<file path="config.mk">
export PLATFORM = sky130hd
export DESIGN_NAME = numeric_literal_validator_top
export DESIGN_NICKNAME = d
export VERILOG_FILES = /design/src/rtl/nlv_pkg.sv /design/src/rtl/nlv_parser.sv /design/src/rtl/nlv_out.sv /design/src/rtl/numeric_literal_validator_top.sv
export SDC_FILE = /design/constraint.sdc
export NUM_CORES = 1
export LEC_CHECK = 0
export BUFFER_PORTS_ARGS = -buffer_cell sky130_fd_sc_hd__buf_2
export CAP_MARGIN = 30
export CELL_PAD_IN_SITES_DETAIL_PLACEMENT = 1
export CELL_PAD_IN_SITES_GLOBAL_PLACEMENT = 2
export CORE_MARGIN = 1.5
export CORE_UTILIZATION = 25
export DETAILED_ROUTE_END_ITERATION = 10
export GPL_TIMING_DRIVEN = 0
export PLACE_DENSITY_LB_ADDON = 0.1
export SETUP_SLACK_MARGIN = 0.3
export SLEW_MARGIN = 5
export SYNTH_ARGS = -nofsm -noshare
export SYNTH_HDL_FRONTEND = slang
export SYNTH_HIERARCHICAL = 1
export SYNTH_SLANG_ARGS = --single-unit
</file>
<file path="constraint.sdc">
create_clock -name clk -period 2.3 [get_ports clk]
set_clock_uncertainty 0.1 [all_clocks]
set_input_delay 0.46 -clock clk [delete_from_list [all_inputs] [get_ports clk]]
set_output_delay 0.46 -clock clk [all_outputs]
set_load 0.02 [all_outputs]
</file>
<file path="src/rtl/nlv_pkg.sv">
package nlv_pkg;

    // Parse phases; codes 9 to 15 are unused and behave as rejected
    typedef enum logic [3:0] {
        PH_START   = 4'd0,
        PH_SIGN    = 4'd1,
        PH_INT     = 4'd2,
        PH_POINT   = 4'd3,
        PH_FRAC    = 4'd4,
        PH_EXP     = 4'd5,
        PH_EXPSIGN = 4'd6,
        PH_EXPDIG  = 4'd7,
        PH_REJECT  = 4'd8
    } phase_t;

    localparam logic [7:0] CHAR_MINUS = 8'h2D;
    localparam logic [7:0] CHAR_PLUS  = 8'h2B;
    localparam logic [7:0] CHAR_POINT = 8'h2E;
    localparam logic [7:0] CHAR_LOW_E = 8'h65;
    localparam logic [7:0] CHAR_UP_E  = 8'h45;
    localparam logic [7:0] CHAR_ZERO  = 8'h30;
    localparam logic [7:0] CHAR_NINE  = 8'h39;

    // Result handed from the parser to the output register
    typedef struct packed {
        logic valid;
        logic ok;
    } result_t;

    // One step of the literal grammar
    function automatic phase_t next_phase(input phase_t ph, input logic [7:0] c);
        logic dig;
        logic sgn;
        logic expc;
        logic pnt;
        phase_t nxt;
        dig  = (c >= CHAR_ZERO) && (c <= CHAR_NINE);
        sgn  = (c == CHAR_MINUS) || (c == CHAR_PLUS);
        expc = (c == CHAR_LOW_E) || (c == CHAR_UP_E);
        pnt  = (c == CHAR_POINT);
        nxt  = PH_REJECT;
        case (ph)
            PH_START:
            begin
                if (sgn)      nxt = PH_SIGN;
                else if (dig) nxt = PH_INT;
                else if (pnt) nxt = PH_POINT;
            end
            PH_SIGN:
            begin
                if (dig)      nxt = PH_INT;
                else if (pnt) nxt = PH_POINT;
            end
            PH_INT:
            begin
                if (dig)       nxt = PH_INT;
                else if (pnt)  nxt = PH_FRAC;
                else if (expc) nxt = PH_EXP;
            end
            PH_POINT:
            begin
                if (dig) nxt = PH_FRAC;
            end
            PH_FRAC:
            begin
                if (dig)       nxt = PH_FRAC;
                else if (expc) nxt = PH_EXP;
            end
            PH_EXP:
            begin
                if (sgn)      nxt = PH_EXPSIGN;
                else if (dig) nxt = PH_EXPDIG;
            end
            PH_EXPSIGN, PH_EXPDIG:
            begin
                if (dig) nxt = PH_EXPDIG;
            end
            default:
            begin
                nxt = PH_REJECT;
            end
        endcase
        return nxt;
    endfunction

    function automatic logic is_accepting(input phase_t ph);
        return (ph == PH_INT) || (ph == PH_FRAC) || (ph == PH_EXPDIG);
    endfunction

endpackage

</file>
<file path="src/rtl/nlv_parser.sv">
module nlv_parser (
    input  logic              clk,
    input  logic              rst_n,
    input  logic              in_valid,
    output logic              in_stall,
    input  logic [7:0]        char_code,
    input  logic              is_last,
    output nlv_pkg::result_t  res,
    input  logic              res_ready
);

    logic             in_valid_reg;
    logic [7:0]       char_reg;
    logic             last_reg;
    nlv_pkg::phase_t  phase_reg;
    nlv_pkg::phase_t  phase_next;
    nlv_pkg::phase_t  ph_step;
    logic             take_in;
    logic             advance;

    // Grammar step on the registered byte
    assign ph_step = nlv_pkg::next_phase(phase_reg, char_reg);

    // Non-last bytes never wait; a last byte waits for room in the output register
    assign advance  = in_valid_reg && (!last_reg || res_ready);
    assign in_stall = in_valid_reg && !advance;
    assign take_in  = in_valid && !in_stall;

    assign res.valid = in_valid_reg && last_reg;
    assign res.ok    = nlv_pkg::is_accepting(ph_step);

    always_comb
    begin
        phase_next = phase_reg;
        if (advance)
        begin
            phase_next = last_reg ? nlv_pkg::PH_START : ph_step;
        end
    end

    // Input register and phase register
    always_ff @(posedge clk or negedge rst_n)
    begin
        if (!rst_n)
        begin
            in_valid_reg <= 1'b0;
            phase_reg    <= nlv_pkg::PH_START;
        end
        else
        begin
            phase_reg <= phase_next;
            if (take_in)
            begin
                in_valid_reg <= 1'b1;
            end
            else if (advance)
            begin
                in_valid_reg <= 1'b0;
            end
        end
    end

    // Payload needs no reset
    always_ff @(posedge clk)
    begin
        if (take_in)
        begin
            char_reg <= char_code;
            last_reg <= is_last;
        end
    end

endmodule

</file>
<file path="src/rtl/nlv_out.sv">
module nlv_out (
    input  logic              clk,
    input  logic              rst_n,
    input  nlv_pkg::result_t  res,
    output logic              res_ready,
    output logic              out_valid,
    input  logic              out_stall,
    output logic              literal_ok
);

    logic out_valid_reg;
    logic ok_reg;

    // Room when empty or when the held transaction leaves this cycle
    assign res_ready  = !out_valid_reg || !out_stall;
    assign out_valid  = out_valid_reg;
    assign literal_ok = ok_reg;

    always_ff @(posedge clk or negedge rst_n)
    begin
        if (!rst_n)
        begin
            out_valid_reg <= 1'b0;
        end
        else if (res_ready)
        begin
            out_valid_reg <= res.valid;
        end
    end

    always_ff @(posedge clk)
    begin
        if (res_ready && res.valid)
        begin
            ok_reg <= res.ok;
        end
    end

endmodule

</file>
<file path="src/rtl/numeric_literal_validator_top.sv">
// A result passes through the input register, then the result register, after its last byte
// is accepted; a stalled result register can hold it back in the input register.
// Throughput: one byte per cycle while the input is not stalled; the phase update is one table step per byte.
// The input stalls only while a last byte waits behind a stalled result.
// Reset (rst_n, asynchronous, active low) empties both registers and returns
// the parse phase to the start of a literal.
module numeric_literal_validator_top (
    input  logic       clk,
    input  logic       rst_n,
    input  logic       in_valid,
    output logic       in_stall,
    input  logic [7:0] char_code,
    input  logic       is_last,
    output logic       out_valid,
    input  logic       out_stall,
    output logic       literal_ok
);

    nlv_pkg::result_t res;
    logic             res_ready;

    nlv_parser u_parser (
        .clk       (clk),
        .rst_n     (rst_n),
        .in_valid  (in_valid),
        .in_stall  (in_stall),
        .char_code (char_code),
        .is_last   (is_last),
        .res       (res),
        .res_ready (res_ready)
    );

    nlv_out u_out (
        .clk        (clk),
        .rst_n      (rst_n),
        .res        (res),
        .res_ready  (res_ready),
        .out_valid  (out_valid),
        .out_stall  (out_stall),
        .literal_ok (literal_ok)
    );

endmodule

</file>
Yosys cells after proc, flatten, opt, wreduce, memory -nomap -nowiden
Cells that the tools add are included.
{"block": "word_totals", "reg_bits": 16, "word_cells": 57, "inputBits": 13}
{"block": "op_classes", "n_eq_ne": 15, "reduce_logical": 20, "n_lt_le_gt_ge": 2, "n_mux": 14}
{"operator": "2-to-1 mux 4 bit", "count": 11}
{"operator": "one-hot mux 4 bit (7 select lines)", "count": 1}
{"operator": "equality test 4 x 3 -> 1 bit, second input constant", "count": 6}
{"operator": "equality test 8 x 6 -> 1 bit, second input constant", "count": 3}
{"operator": "equality test 8 x 7 -> 1 bit, second input constant", "count": 2}
{"operator": "equality test 4 x 2 -> 1 bit, second input constant", "count": 3}
{"operator": "greater-or-equal comparator 8 x 6 -> 1 bit, second input constant", "count": 1}
{"operator": "less-or-equal comparator 8 x 6 -> 1 bit, second input constant", "count": 1}
{"operator": "logical AND 1 bit", "count": 6}
{"operator": "logical OR 1 bit", "count": 6}
{"operator": "zero test 1 bit", "count": 5}
{"operator": "equality test 4 x 1 -> 1 bit, second input constant", "count": 1}
{"operator": "zero test 4 bit", "count": 1}
{"operator": "2-to-1 mux 1 bit", "count": 2}
{"operator": "nonzero test 2 bit", "count": 1}
{"operator": "OR reduction 2 bit", "count": 1}

Longest topological paths before layout
{"block": "logic_depth", "ltp_word": 9, "ltp_mapped": 6}

By module
The synthesis kept the hierarchy.
{"mod": "nlv_parser", "area_per_inst_um2": 834.6, "n_inst": 1, "cells_per_inst": 83}
{"mod": "nlv_out", "area_per_inst_um2": 77.6, "n_inst": 1, "cells_per_inst": 5}

Least setup slack after synthesis
OpenSTA, ideal clock, no wires.
{"block": "synth_path", "path_kind": "register -> register", "startpoint": "register u_parser.char_reg[1]", "endpoint": "register u_parser.phase_reg[3]", "path_buffers": 0, "synth_period_minus_slack_ns": 1.827, "t_arrival_ns": 1.601, "stages_incl_launch_ff": 6, "t_required_ns": 2.074, "setup_slack_ns": 0.473, "cell_sequence": "edfxtp_1 nand3b_1 or4_4 nand3_1 a211oi_1 o32a_1"}
{"block": "synth_between", "elab_chain_len": 7, "word_cells_on_any_way": 22}
{"element": "from (decl)", "line": "nlv_parser.sv:13", "text": "logic [7:0] char_reg;"}
{"element": "from (signal assigned)", "line": "nlv_parser.sv:68", "text": "char_reg <= char_code;"}
{"element": "parallel branches: the longest is 5 deep, another holds greater-or-equal comparator 8 x 6 -> 1 bit"}
{"element": "one-hot mux 4 bit (7 select lines) *", "line": "nlv_pkg.sv:42", "text": "case (ph)"}
{"element": "2-to-1 mux 4 bit *", "line": "nlv_parser.sv:37", "text": "phase_next = last_reg ? nlv_pkg::PH_START : ph_step;"}
{"element": "to (signal assigned)", "line": "nlv_parser.sv:47", "text": "phase_reg <= nlv_pkg::PH_START;"}
{"element": "to (signal assigned)", "line": "nlv_parser.sv:51", "text": "phase_reg <= phase_next;"}
{"element": "to (decl)", "line": "nlv_parser.sv:15", "text": "nlv_pkg::phase_t phase_reg;"}
Mark *: on every way between the ends.
A chain may end at the register's enable or synchronous reset.

Worst setup path after layout
Ends and elaborated chain as after synthesis.

==> flow_summary.toml <==
[placed_design]
gp_congestion = 0.716
dp_cells = 149
hpwl_um = 1570
io_buffers = 15
placed_area_um2 = 1040

[worst_hold_path]
hold_path.class = "primary input to register"
whs_path_depth = 1
worstHoldStart = "char_code[0]"

[worst_setup_path]
required_ns = 2.37
critPathMaxFanout = 4
critPathLaunchType = "register"
worstPathArrival_ns = 2.01
rr_worst_depth = 5
critPathKind = "register to register"
startpoint = "u_parser/char_reg[1]"
r2r-start = "u_parser/char_reg[1]"
endpoint_kind = "register"

[sta]
max_freq_mhz = 516
final_max_slew_viol_count = 0
final.period_utilization = 0.842
tightest_slew_ns = 0.382
maxSlewHeadroom = 0.745
fin_crit_ns = 1.94
setup_viol = 0
final-hold-violation-count = 0
rsz0062_at_grt = "no"
setup_tns_ns = 0

[die]
start_util = 0.267
placementRows = 21
die_area_um2 = 4020
core_area_um2 = 3420
die_w_um = 63.4
io_pins = 16
dieHeight_um = 63.4

[drt]
drtIter0Drc = 17
first_pass_iters = 4
final_antenna_net_count = 0
wl_per_cell_um = 13.4
finalWirelength_um = 2080
vias_per_cell = 4.76
vias = 738
route.detailed.drc = 0

[cts]
clockRootBuffer = "clkbuf_4"
cts_htree_levels = 1
clockBufferDepth = 2
clk_latency_ns = 0.28
cts_buffers = 3
clock-sinks = 16
clk_pin_slew_ns = 0.09
cts_tree = "yes"

[grt]
grt_pass1_wl_um = 3500
grt_max_degree = 11
overflow = 0
grt_util_all_layers = 0.111
grt_pass1_vias = 736
antenna_found_initial = 0

[logic_synthesis]
synthDistinctLibCells = 40
yosys_warnings = 6
synth-async-reset-ratio = 0.375
syn-num-nets = 101
synthCells = 88
ys_seq_area_frac = 0.494
synth_ff_type = "edfxtp_1"
synthesis.area_um2 = 912
ys_ff_latch = 16
synth_edf_count = 10
synth.avg_cell_area_um2 = 10.4

[power_and_ir_drop]
vdd_ir_drop_max_v = 0.000302
p_per_area_nw_per_um2 = 503
leakage_nw = 0.445

[layout]
nets = 123
largest_reg_flops = 8
mostFrequentLayoutCells = "15 x buf_2, 10 x edfxtp_1, 7 x nand2_1"
layout.cells.non_filler = 155
syn_to_final_growth_pct = 22.9
design_area_um2 = 1120
layout_commonest_cell = "buf_2"
drive_above_1_share = 0.294
antenna_cells = 0

[run]
drv_cap = 0

[outcome]
status = "finished, final reports clean"
[area by class of cell]
type	count	area, um2
fill	400	2290
multi-input combinational	66	460
sequential	16	450
timing repair buffer	17	92.6
tap	46	57.6
clock buffer	4	26.3
buffer	2	18.8
inverter	4	15.0
[logic make-up after synthesis]
group / count (synthesis) / synth area share
AND/OR/NAND/NOR: 35 / 0.226
AO/OA/AOI/OAI: 29 / 0.221
flip-flops: 16 / 0.494
buffers and inverters: 6 / 0.0370
XOR/XNOR: 1 / 0.00960
multiplexers: 1 / 0.0123
[through the flow]
stage / hold WS (ns) / setup WS (ns) / total power [mW] / utilization
after detailed placement: 0.203 / 0.297 / 0.409 / 0.306
final: 0.246 / 0.363 / 0.564 / 0.328
after CTS: 0.234 / 0.305 / 0.572 / 0.319
after global placement: 0.200 / 0.304 / 0.409 / 0.306
after floorplan: 0.0644 / 0.473 / 0.382 / -
after global routing: 0.223 / 0.300 / 0.604 / 0.328
[metal layers]
metal | global-route usage | wire (um) | vias to the layer above
met5 | 0 | 0 | -
met4 | 0.0408 | 21 | 0
met3 | 0.0214 | 56 | 2
met2 | 0.167 | 981 | 11
met1 | 0.157 | 1020 | 352
li1 | - | - | 373
[synth_stat cells, types with 2 or more instances]
cell type	n	area, um2
edfxtp_1	10	300
nand2_1	7	26.3
dfrtp_1	6	150
o21ai_0	6	30.0
a21oi_1	5	25.0
nand3_1	5	25.0
nor2_1	5	18.8
inv_1	4	15.0
nor2b_1	3	18.8
a21o_1	2	15.0
a31oi_1	2	12.5
and2_1	2	12.5
nand2b_1	2	12.5
o211ai_1	2	15.0
o22ai_1	2	12.5
[what timing repair did]
item	in CTS	in global routing
setup buffers	1	0
endpoints found under the hold margin	6	0
hold buffers	1	0
endpoints found under the setup margin	1	3
resized for setup	0	7
pin swaps	0	3
[path summary, 6_finish.rpt]
check | endpoint | slack (ns)
max | u_parser/phase_reg[3] | 0.36
min | u_parser/char_reg[0] | 0.25
max reg2reg | u_parser/phase_reg[3] | 0.36
min reg2reg | u_out/out_valid | 0.46
max in group asynchronous | u_out/out_valid | 1.53
min in group asynchronous | u_parser/phase_reg[2] | 0.43
[where the power goes]
group          switching, mW  leakage (nW)  internal, mW  total [mW]
logic                 0.0344         0.255        0.0320      0.0664
registers             0.0179         0.175         0.325       0.342
clock network         0.0883        0.0150        0.0672       0.156
total                  0.141         0.445         0.424       0.564
[worst max-delay path, cell delays in order, from the launching register on]
cell and delay, ns:
edfxtp_1 0.43, nand3b_1 0.21, or4_4 0.54, a21oi_2 0.15, a21oi_1 0.10, o32a_1 0.29
Note: power is estimated with default switching activity, not from simulation.
